[config.mk]
export PLATFORM = sky130hd
export DESIGN_NAME = ordered_list_with_position_map_unit
export DESIGN_NICKNAME = d
export VERILOG_FILES = /design/src/sv/olpm_pkg.sv /design/src/sv/ordered_list_with_position_map_unit.sv
export SDC_FILE = /design/constraint.sdc
export NUM_CORES = 1
export LEC_CHECK = 0
export BUFFER_PORTS_ARGS = -buffer_cell sky130_fd_sc_hd__buf_2
export CAP_MARGIN = 40
export CORE_MARGIN = 5
export CORE_UTILIZATION = 50
export CTS_BUF_LIST = sky130_fd_sc_hd__clkbuf_2
export DETAILED_ROUTE_END_ITERATION = 16
export GPL_ROUTABILITY_DRIVEN = 0
export PLACE_DENSITY = 0.61
export SYNTH_ARGS = -nofsm -noshare
export SYNTH_HDL_FRONTEND = slang
export SYNTH_SLANG_ARGS = --single-unit
[constraint.sdc]
create_clock -name i_clk -period 6.8 [get_ports i_clk]
set_clock_uncertainty 0.2 [all_clocks]
set_input_delay 1.02 -clock i_clk [delete_from_list [all_inputs] [get_ports i_clk]]
set_output_delay 1.02 -clock i_clk [all_outputs]
set_load 0.05 [all_outputs]
[src/sv/olpm_pkg.sv]
// ----------------------------------------------------------------------------
// olpm_pkg
// Shared types and constants for the ordered list with position map.
// ----------------------------------------------------------------------------
package olpm_pkg;

    localparam int MAX_ITEMS = 64;
    localparam int ID_SPACE  = 64;
    localparam int ID_W      = 6;
    localparam int POS_W     = 6;
    localparam int CNT_W     = 7;

    typedef logic [ID_W-1:0]  t_id;
    typedef logic [POS_W-1:0] t_pos;
    typedef logic [CNT_W-1:0] t_cnt;

    typedef enum logic [1:0] {
        OP_APPEND = 2'd0,
        OP_REMOVE = 2'd1,
        OP_SWAP   = 2'd2,
        OP_GET    = 2'd3
    } t_op;

    typedef struct packed {
        t_op  op;
        t_id  arg_a;
        t_id  arg_b;
    } t_in_item;

    typedef struct packed {
        t_pos position;
        logic found;
        logic error;
        t_cnt count;
        logic emptied;
    } t_out_item;

endpackage

[src/sv/ordered_list_with_position_map_unit.sv]
// ----------------------------------------------------------------------------
// ordered_list_with_position_map_unit
// Ordered id list with a reverse id-to-position map, held in two memories.
// ----------------------------------------------------------------------------
// Usage:
//   Input channel (i_in_valid / o_in_ready / i_in_data) carries one operation
//   item: append, remove, swap positions, or get position of an id.
//   Output channel (o_out_valid / i_out_ready / o_out_data) returns exactly
//   one result item per input item, in order.
//   One item at a time. Each item passes a lookup state; a swap then writes
//   both positions in turn, and a remove of an entry other than the last
//   shifts later entries one per cycle through the single write port of
//   the order memory. The next item is accepted in the cycle after its
//   predecessor's result loads.
//   A finished result waits in the output register while the receiver
//   stalls; the next item is accepted during that time, and its result is
//   held back until the output register frees up.
//   Reset (synchronous, active low) empties the list and marks every id as
//   not present; no clearing pass is needed, the block is ready at once.
// ----------------------------------------------------------------------------
module ordered_list_with_position_map_unit
    import olpm_pkg::*;
(
    input  logic      i_clk,
    input  logic      i_rst_n,
    input  logic      i_in_valid,
    output logic      o_in_ready,
    input  t_in_item  i_in_data,
    output logic      o_out_valid,
    input  logic      i_out_ready,
    output t_out_item o_out_data
);

    typedef enum logic [2:0] {
        S_IDLE,
        S_LOOK,
        S_SHIFT,
        S_SWAP,
        S_SWAP2,
        S_EMIT
    } t_state;

    t_state              r_state;
    t_op                 r_op;
    t_id                 r_a;
    t_id                 r_b;
    t_pos                r_k;
    t_id                 r_ida;
    t_cnt                r_count;
    logic [ID_SPACE-1:0] r_present;
    t_out_item           r_res;
    t_out_item           n_res;
    t_out_item           r_out;
    logic                r_out_valid;

    // memories
    t_id  order_mem [MAX_ITEMS];
    t_pos map_mem   [ID_SPACE];
    t_id  r_ord_rd;
    t_pos r_map_rd;

    t_pos ord_ra;
    logic ord_we;
    t_pos ord_wa;
    t_id  ord_wd;
    t_id  map_ra;
    logic map_we;
    t_id  map_wa;
    t_pos map_wd;

    logic lk_present;
    logic full;
    logic swap_ok;
    t_cnt p_next;
    t_cnt cnt_dec;
    logic in_acc;
    logic out_load;

    assign in_acc     = i_in_valid && o_in_ready;
    assign lk_present = r_present[r_a];
    assign full       = r_count >= CNT_W'(MAX_ITEMS);
    assign swap_ok    = ({1'b0, r_a} < r_count) && ({1'b0, r_b} < r_count);
    assign p_next     = {1'b0, r_map_rd} + CNT_W'(1);
    assign cnt_dec    = r_count - CNT_W'(1);
    assign out_load   = (r_state == S_EMIT) && (!r_out_valid || i_out_ready);

    assign o_in_ready  = (r_state == S_IDLE);
    assign o_out_valid = r_out_valid;
    assign o_out_data  = r_out;

    always_comb begin
        ord_ra = r_a;
        ord_we = 1'b0;
        ord_wa = r_a;
        ord_wd = r_a;
        map_ra = r_a;
        map_we = 1'b0;
        map_wa = r_a;
        map_wd = r_count[POS_W-1:0];
        unique case (r_state)
            S_IDLE: begin
                ord_ra = i_in_data.arg_a;
                map_ra = i_in_data.arg_a;
            end
            S_LOOK: begin
                ord_ra = (r_op == OP_REMOVE) ? p_next[POS_W-1:0] : r_b;
                if (r_op == OP_APPEND && !lk_present && !full) begin
                    ord_we = 1'b1;
                    ord_wa = r_count[POS_W-1:0];
                    ord_wd = r_a;
                    map_we = 1'b1;
                    map_wa = r_a;
                    map_wd = r_count[POS_W-1:0];
                end
            end
            S_SHIFT: begin
                ord_ra = r_k + POS_W'(2);
                ord_we = 1'b1;
                ord_wa = r_k;
                ord_wd = r_ord_rd;
                map_we = 1'b1;
                map_wa = r_ord_rd;
                map_wd = r_k;
            end
            S_SWAP: begin
                ord_we = 1'b1;
                ord_wa = r_a;
                ord_wd = r_ord_rd;
                map_we = 1'b1;
                map_wa = r_ord_rd;
                map_wd = r_a;
            end
            S_SWAP2: begin
                ord_we = 1'b1;
                ord_wa = r_b;
                ord_wd = r_ida;
                map_we = 1'b1;
                map_wa = r_ida;
                map_wd = r_b;
            end
            S_EMIT: begin
            end
            default: begin
            end
        endcase
    end

    // result of the lookup cycle
    always_comb begin
        n_res = '{position: '0, found: 1'b0, error: 1'b1,
                  count: r_count, emptied: 1'b0};
        unique case (r_op)
            OP_APPEND: begin
                if (lk_present) begin
                    n_res.position = r_map_rd;
                    n_res.found    = 1'b1;
                end else if (!full) begin
                    n_res.position = r_count[POS_W-1:0];
                    n_res.error    = 1'b0;
                    n_res.count    = r_count + CNT_W'(1);
                end
            end
            OP_GET: begin
                if (lk_present) begin
                    n_res.position = r_map_rd;
                    n_res.found    = 1'b1;
                    n_res.error    = 1'b0;
                end
            end
            OP_REMOVE: begin
                if (lk_present) begin
                    n_res.position = r_map_rd;
                    n_res.found    = 1'b1;
                    n_res.error    = 1'b0;
                    n_res.count    = cnt_dec;
                    n_res.emptied  = (cnt_dec == '0);
                end
            end
            OP_SWAP: begin
                n_res.position = r_a;
                n_res.error    = !swap_ok;
            end
            default: begin
            end
        endcase
    end

    always_ff @(posedge i_clk) begin
        if (ord_we) begin
            order_mem[ord_wa] <= ord_wd;
        end
        r_ord_rd <= order_mem[ord_ra];
    end

    always_ff @(posedge i_clk) begin
        if (map_we) begin
            map_mem[map_wa] <= map_wd;
        end
        r_map_rd <= map_mem[map_ra];
    end

    always_ff @(posedge i_clk) begin
        if (!i_rst_n) begin
            r_state     <= S_IDLE;
            r_count     <= '0;
            r_present   <= '0;
            r_out_valid <= 1'b0;
        end else begin
            if (out_load) begin
                r_out_valid <= 1'b1;
            end else if (r_out_valid && i_out_ready) begin
                r_out_valid <= 1'b0;
            end
            unique case (r_state)
                S_IDLE: begin
                    if (in_acc) begin
                        r_op    <= i_in_data.op;
                        r_a     <= i_in_data.arg_a;
                        r_b     <= i_in_data.arg_b;
                        r_state <= S_LOOK;
                    end
                end
                S_LOOK: begin
                    r_res <= n_res;
                    unique case (r_op)
                        OP_APPEND: begin
                            if (!lk_present && !full) begin
                                r_present[r_a] <= 1'b1;
                                r_count        <= r_count + CNT_W'(1);
                            end
                            r_state <= S_EMIT;
                        end
                        OP_REMOVE: begin
                            if (lk_present) begin
                                r_present[r_a] <= 1'b0;
                                r_count        <= cnt_dec;
                                r_k            <= r_map_rd;
                            end
                            if (lk_present && ({1'b0, r_map_rd} < cnt_dec)) begin
                                r_state <= S_SHIFT;
                            end else begin
                                r_state <= S_EMIT;
                            end
                        end
                        OP_SWAP: begin
                            if (swap_ok) begin
                                r_ida   <= r_ord_rd;
                                r_state <= S_SWAP;
                            end else begin
                                r_state <= S_EMIT;
                            end
                        end
                        default: begin
                            r_state <= S_EMIT;
                        end
                    endcase
                end
                S_SHIFT: begin
                    // r_count already holds the decremented count
                    r_k <= r_k + POS_W'(1);
                    if (!(({1'b0, r_k} + CNT_W'(1)) < r_count)) begin
                        r_state <= S_EMIT;
                    end
                end
                S_SWAP: begin
                    r_state <= S_SWAP2;
                end
                S_SWAP2: begin
                    r_state <= S_EMIT;
                end
                S_EMIT: begin
                    if (out_load) begin
                        r_out   <= r_res;
                        r_state <= S_IDLE;
                    end
                end
                default: begin
                    r_state <= S_IDLE;
                end
            endcase
        end
    end

endmodule
==> reports/qor.txt, run 1 <==
WORST SETUP PATH
---------------------------------------------------------------------------------
Critical Path Sink Type                                                      flop
CP max FO                                                                      14
Critical path arrival                                                     6.24 ns
Crit start category                                                          flop
WS Path Type                                                         flop to flop
Worst Path Required                                                       7.67 ns

SYNTHESIS
---------------------------------------------------------------------------------
Area leader, netlist                                                     edfxtp_1
Post-synth EDFFs                                                              826
Post-synthesis cell count                                                    2431
Area contributors post-synth                                         edfxtp_1, mux4_2, dfxtp_1
Total nets after synthesis                                                   2480
Yosys warns                                                                     0
Post-synth cell types                                                          72
Mapped Avg Cell Area                                                    15.9 um^2
Combined area of all synthesized cells                                 38700 um^2
Share of synthesized flip-flops with an asynchronous set or reset               0
Number of synthesized register bits                                           913
Area share of the leading cell type in the synthesized netlist              0.640
Seq/Total Area, Yosys                                                       0.685
Primary FF master, synth                                                 edfxtp_1

PWR
---------------------------------------------------------------------------------
Relative contribution of the clock network to total power                   0.296
Pleak                                                                     14.7 nW
Sequential group share of total power                                       0.532
Net switching power figure                                                3.71 mW
Portion of total power attributed to combinational logic                    0.172
Switching share of power                                                    0.305
Power per Cell Area                                                   284 nW/um^2
Internal power                                                            8.44 mW
Worst IR Drop VDD                                                        0.163 mV

GLOBAL ROUTING
---------------------------------------------------------------------------------
Vias in the first global route                                              23600
Maximum number of pins on one net before global-route repair                  108
Sum of overflow across all layers after global routing                          0
Number of antenna violations at the first check in global routing               2
First-pass GRT wire length                                              144000 um
Total GRT Usage                                                             0.231

CTS
---------------------------------------------------------------------------------
Clock tree from TritonCTS                                                     yes
Number of buffers between clock root and the deepest sink                       3
Cell chosen for the clock root                                           clkbuf_2
CTS sink cnt                                                                  913
Post-CTS resize count                                                           0
Register clock-pin slew on the reported worst setup and hold paths        0.11 ns
Clock latency of the later-clocked register in the worst-skew pair        1.52 ns
Clock buffers created by TritonCTS                                            220
H-tree levels                                                                   4

TIMING
---------------------------------------------------------------------------------
Unrepaired setup endpoints after global routing                             false
Maximum achievable frequency                                              186 MHz
Actual slew at the worst max-slew pin                                     1.01 ns
Period utilisation layout                                                   0.789
Post-layout worst setup margin                                            1.43 ns
Number of endpoints failing setup at the final stage                            0
Slew margin rel.                                                            0.329
Total Neg Setup Slack                                                        0 ns
Min Clock Period, post-route                                              5.37 ns
Worst hold slack across all endpoints                                    0.197 ns
Final number of max-transition violations                                       0
Final count of hold timing violations                                           0

PLACE
---------------------------------------------------------------------------------
Port bufs                                                                      35
Final HPWL DP                                                            60300 um
Worst slack, placed                                                       1.58 ns

CELLS AND AREA
---------------------------------------------------------------------------------
Area Overhead vs Synth                                                      10.5%
Ratio of cells with drive above 1 in the final layout                       0.247
Final net count                                                              2679

FLOW RUN
---------------------------------------------------------------------------------
Max_cap viols                                                                   0

MIN PATH
---------------------------------------------------------------------------------
Class of the tightest hold or removal check                          input port to flop

FLOORPLAN
---------------------------------------------------------------------------------
Chip height                                                                288 um
Top Ports                                                                      36
Effective utilization at floorplan                                          0.503
Placeable core region                                                  77100 um^2
Total die area                                                         83100 um^2
FP Rows                                                                       102
Die Span X                                                                 288 um

ROUTING
---------------------------------------------------------------------------------
Routed WL                                                                96200 um
Final routed wire length divided by cell count                            25.0 um
First-pass iteration count of the detailed router                               6
Mean number of vias per cell                                                 5.95
Drt drc                                                                         0
Count of vias placed by the detailed router                                 22900
Antenna viol nets, final                                                        0
Initial detailed-routing violation count                                     2298

STATUS
---------------------------------------------------------------------------------
Outcome                                                              complete, no violations

[synthesized netlist by cell type, types with 11 or more instances]
library cell / n
edfxtp_1: 826
nand2_1: 249
mux4_2: 188
nor2_1: 163
mux2i_1: 138
clkbuf_1: 113
nand3_1: 109
dfxtp_1: 87
o21ai_0: 56
nor3_1: 46
ha_1: 31
a21oi_1: 30
a22oi_1: 30
buf_1: 29
mux2_2: 29
inv_1: 24
nor2b_1: 21
and2_1: 20
a211oi_1: 19
a221oi_1: 18
o22ai_1: 18
a31oi_1: 14
buf_2: 13
o221ai_1: 13
xnor2_1: 12
o311ai_0: 11
[timing repair]
action                    4_1_cts  5_1_grt
setup buffers                   0        0
hold endpoints to repair       84        0
hold buffers                   27        0
[critical path, stage by stage, from the launching register on]
cell	delay, ns
edfxtp_1	0.64
buf_16	0.21
mux4_1	0.57
mux2_2	0.29
a22oi_1	0.26
o211ai_1	0.25
or3_1	0.65
mux2i_2	0.73
nand4_1	0.57
nor2_1	0.61
[cells in the final DEF, fill, tap and decap left out, types with 14 or more instances in the layout]
master,instances
a211oi_1,19
a21oi_1,25
a221oi_1,16
a22oi_1,30
a31oi_1,14
and2_1,20
buf_2,47
buf_4,53
clkbuf_2,299
clkinv_1,69
clkinv_2,17
dfxtp_1,86
dlygate4sd3_1,27
edfxtp_1,826
ha_1,31
inv_1,22
mux2_2,29
mux2i_1,135
mux4_2,188
nand2_1,248
nand3_1,109
nor2_1,163
nor2b_1,21
nor3_1,44
o21ai_0,55
[state kept, by name (all words and copies together), names as in the netlist, named ones only]
name         flops
map_mem        384
order_mem      384
o_out_data      16
r_res           16
r_count          7
r_a              6
r_b              6
r_ida            6
r_k              6
r_map_rd         6
r_ord_rd         6
r_state          3
r_op             2
o_out_valid      1
[power by group through the flow]
stage                     logic [mW]  clock network, mW  registers (mW)
after global routing            2.23               4.03            6.47
after floorplan                 1.35                  0            6.54
after detailed placement        2.08                  0            6.59
final                           2.08               3.60            6.47
after CTS                       2.09               3.73            6.46
after global placement          2.04                  0            6.59
[worst paths after layout]
| check | start | endpoint | slack, ns | depth (start not counted) |
|---|---|---|---|---|
| worst max-delay path | r_a[0]$_DFFE_PP_ | order_mem[0][0]$_DFFE_PP_ | 1.43 | 9 |
| worst min register to register | r_ord_rd[0]$_DFF_P_ | r_ida[0]$_DFFE_PP_ | 0.22 | 0 |
| worst min-delay path | i_in_data[7] | r_a[1]$_DFFE_PP_ | 0.20 | 2 |
| worst max register to register | r_a[0]$_DFFE_PP_ | order_mem[0][0]$_DFFE_PP_ | 1.43 | 9 |
[metal layers]
layer	track usage	share of wire
met5	0	0.00034
met4	0.0894	0.032
met3	0.0415	0.069
met2	0.363	0.48
met1	0.326	0.42
[cell type report]
cell class | instances | area, um^2
antenna | 6 | 15.0
clock buffer | 299 | 1500
clock inverter | 100 | 556
fill | 6212 | 34300
inverter | 25 | 95.1
multi-input combinational | 1335 | 11700
sequential | 913 | 26500
tap | 1040 | 1300
timing repair buffer | 135 | 1080
[through the flow]
step           cell area (um^2)  std cells  total power, mW   util
2_1_floorplan             38700       2431             7.89      -
3_3_place_gp              40300       3404             8.62  0.523
3_5_place_dp              40400       3419             8.67  0.525
4_1_cts                   42800       3845             12.3  0.555
5_1_grt                   42800       3849             12.7  0.555
6_report                  42800       3853             12.2  0.555
[kinds of logic (layout without fill, tap and decap cells)]
kind of cell | count (synthesis) | count (layout) | synth area share
other cells | 0 | 6 | 0
flops | 913 | 913 | 0.685
mux | 366 | 366 | 0.160
fa+ha+maj | 31 | 31 | 0.0100
xor+xnor | 18 | 18 | 0.00407
buf+inv | 183 | 559 | 0.0188
simple gates | 666 | 666 | 0.0768
compound gates | 254 | 254 | 0.0450
No activity file was read; power rests on OpenSTA's default activity.
==> run 2: changes to the inputs <==
Settings changed: PLACE_DENSITY 0.61 to 0.64.
Clock period 6.8 ns to 4.7 ns, I/O delays scaled along.
==> reports/qor.txt, run 2 (synthesis results as in run 1) <==
ROUTING
---------------------------------------------------------------------------------
Mean number of vias per cell                                                 5.90
Routed met1 length                                                       39300 um
Wire length on met2                                                      45800 um
Met3 WL post-DR                                                           7140 um
Antenna viol nets, final                                                        0
First-pass iteration count of the detailed router                               8
Top layer used by detailed routing                                           met4
Routed WL                                                                95200 um
Drt drc                                                                         0
Final routed wire length divided by cell count                            24.1 um
Count of vias placed by the detailed router                                 23400
Initial detailed-routing violation count                                     2465

WORST SETUP PATH
---------------------------------------------------------------------------------
Delay of the slowest cell on the worst path                               0.56 ns
Reg2Reg Setup Slack                                                       0.20 ns
Kind of cell adding the most delay to the critical path              simple AND/OR/NAND/NOR gates
CP max FO                                                                      24
WS Path Type                                                         flop to flop
Worst reg2reg endpoint                                               order_mem[17][1]$_DFFE_PP_
Reg2reg start                                                        r_a[0]$_DFFE_PP_
Critical Path Sink Type                                                      flop
Worst Path Buf+Inv                                                              2
Critical path arrival                                                     5.37 ns
Worst Path Required                                                       5.56 ns
Logic depth of the worst register-to-register path                             10
Crit start category                                                          flop
Max stage delay cell, worst path                                           mux4_1
Ordered cell list for the critical path                              buf_12 -> mux4_1 -> mux2_2 -> a22oi_1 -> o211ai_1 -> or3_4 -> buf_4 -> mux2_4 -> or3_1 -> nor3b_2

PWR
---------------------------------------------------------------------------------
Portion of total power attributed to combinational logic                    0.177
Switching share of power                                                    0.301
Net switching power figure                                                5.31 mW
Pleak                                                                     15.2 nW
Internal power                                                            12.3 mW
Power per Cell Area                                                   403 nW/um^2
Relative contribution of the clock network to total power                   0.292
Worst IR Drop VDD                                                        0.261 mV
Sequential group share of total power                                       0.531

GLOBAL ROUTING
---------------------------------------------------------------------------------
First-pass GRT wire length                                              145000 um
Total GRT Usage                                                             0.230
Maximum number of pins on one net before global-route repair                   65
Vias in the first global route                                              23900
Number of antenna violations at the first check in global routing               2
Sum of overflow across all layers after global routing                          0

TIMING
---------------------------------------------------------------------------------
Final number of max-transition violations                                       0
Number of endpoints failing setup at the final stage                            0
Maximum achievable frequency                                              222 MHz
Unrepaired setup endpoints after global routing                             false
Slew margin rel.                                                            0.374
Actual slew at the worst max-slew pin                                    0.931 ns
Min Clock Period, post-route                                              4.50 ns
Final count of hold timing violations                                           0
Period utilisation layout                                                   0.959

FLOW RUN
---------------------------------------------------------------------------------
Max_cap viols                                                                   0

PLACE
---------------------------------------------------------------------------------
Port bufs                                                                      35
Final HPWL DP                                                            60700 um
Placed cell areas                                                      41200 um^2
Total instance count after detailed placement                                3512

MIN PATH
---------------------------------------------------------------------------------
Class of the tightest hold or removal check                          input port to flop
Cells on Worst Hold Path                                                        4
Source of the worst hold timing path                                      i_rst_n

CELLS AND AREA
---------------------------------------------------------------------------------
Non-filler cells, final                                                      3959
Number of fill cells in the layout                                           6197
Ratio of cells with drive above 1 in the final layout                       0.274
Area taken by multi-input logic gates                                  11700 um^2
Final net count                                                              2776
Most common library cell in the layout ignoring fill and taps            edfxtp_1
Register Area                                                          26500 um^2
Most frequent cells in the layout                                    edfxtp_1, clkbuf_2, nand2_1, mux4_2, nor2_1
Area Overhead vs Synth                                                      12.7%
Largest registers in the final layout                                map_mem x384, order_mem x384
Final design area excluding fillers                                    43700 um^2

CTS
---------------------------------------------------------------------------------
Register clock-pin slew on the reported worst setup and hold paths        0.12 ns
Clock tree from TritonCTS                                                     yes
H-tree levels                                                                   4
Number of buffers between clock root and the deepest sink                       3
Post-CTS Repair Setup Buffers                                                   0
Clock latency of the later-clocked register in the worst-skew pair        1.47 ns
Clock buffers created by TritonCTS                                            216
Cell chosen for the clock root                                           clkbuf_2
CTS sink cnt                                                                  913

STATUS
---------------------------------------------------------------------------------
Outcome                                                              complete, no violations

FLOORPLAN
---------------------------------------------------------------------------------
Effective utilization at floorplan                                          0.503
Total die area                                                         83100 um^2
Placeable core region                                                  77100 um^2
FP Rows                                                                       102
Chip height                                                                288 um
Die Span X                                                                 288 um
Top Ports                                                                      36

[run 2: tightest hold or removal path, stage by stage]
cell and delay (ns):
dlygate4sd3_1 0.53, buf_2 0.33, nand2_1 0.15, mux2i_1 0.05
[run 2: cell type report]
type	count	area share
diodes	9	0.000516
well taps	1040	0.0298
clock inverters	89	0.0115
inverters	25	0.00215
multi-input cells	1335	0.269
clock buffers	312	0.0358
flip-flops and latches	913	0.608
repair buffers	236	0.0436
[run 2: stage by stage]
step / setup WS, ns / utilization / hold WS (ns) / total power [mW] / TNS (ns)
finish: 0.195 / 0.567 / 0.174 / 17.6 / 0
CTS: 0.0517 / 0.566 / 0.00374 / 17.8 / 0
floorplan: 0.289 / - / 0.200 / 11.4 / 0
detailed placement: -0.0178 / 0.534 / 0.205 / 12.6 / -0.106
global placement: 0.0588 / 0.532 / 0.201 / 12.5 / 0
global route: 0.0467 / 0.566 / 0.118 / 18.5 / 0
[run 2: worst max path at each step]
| stage | from | end | slack, ns | cells past startpoint |
|---|---|---|---|---|
| finish | r_a[0]$_DFFE_PP_ | order_mem[17][1]$_DFFE_PP_ | 0.20 | 10 |
| global route | r_a[0]$_DFFE_PP_ | map_mem[14][2]$_DFFE_PP_ | 0.05 | 10 |
| CTS | r_a[0]$_DFFE_PP_ | order_mem[11][5]$_DFFE_PP_ | 0.05 | 10 |
| detailed placement | r_a[0]$_DFFE_PP_ | order_mem[6][5]$_DFFE_PP_ | -0.02 | 10 |
| global placement | r_a[0]$_DFFE_PP_ | order_mem[6][0]$_DFFE_PP_ | 0.06 | 10 |
| floorplan | r_state[2]$_SDFFE_PN0P_ | map_mem[0][2]$_DFFE_PP_ | 0.29 | 7 |
[run 2: what timing repair did]
| action | CTS | global route |
|---|---|---|
| pin swaps | 0 | 0 |
| hold buffers | 35 | 0 |
| setup endpoints to repair | 4 | 153 |
| resized for setup | 1 | 6 |
| endpoints found under the hold margin | 127 | 0 |
[run 2: layer usage]
metal / vias to the layer above / global-route usage
met5: - / 0
met4: 0 / 0.0901
met3: 203 / 0.0445
met2: 1044 / 0.365
met1: 11800 / 0.319
li1: 10300 / -
[run 2: power groups by stage]
stage / registers (mW) / clock network, mW / logic [mW]
floorplan: 9.45 / 0 / 1.96
global placement: 9.52 / 0 / 3.02
detailed placement: 9.52 / 0 / 3.09
CTS: 9.34 / 5.33 / 3.12
global route: 9.35 / 5.78 / 3.33
finish: 9.35 / 5.15 / 3.12
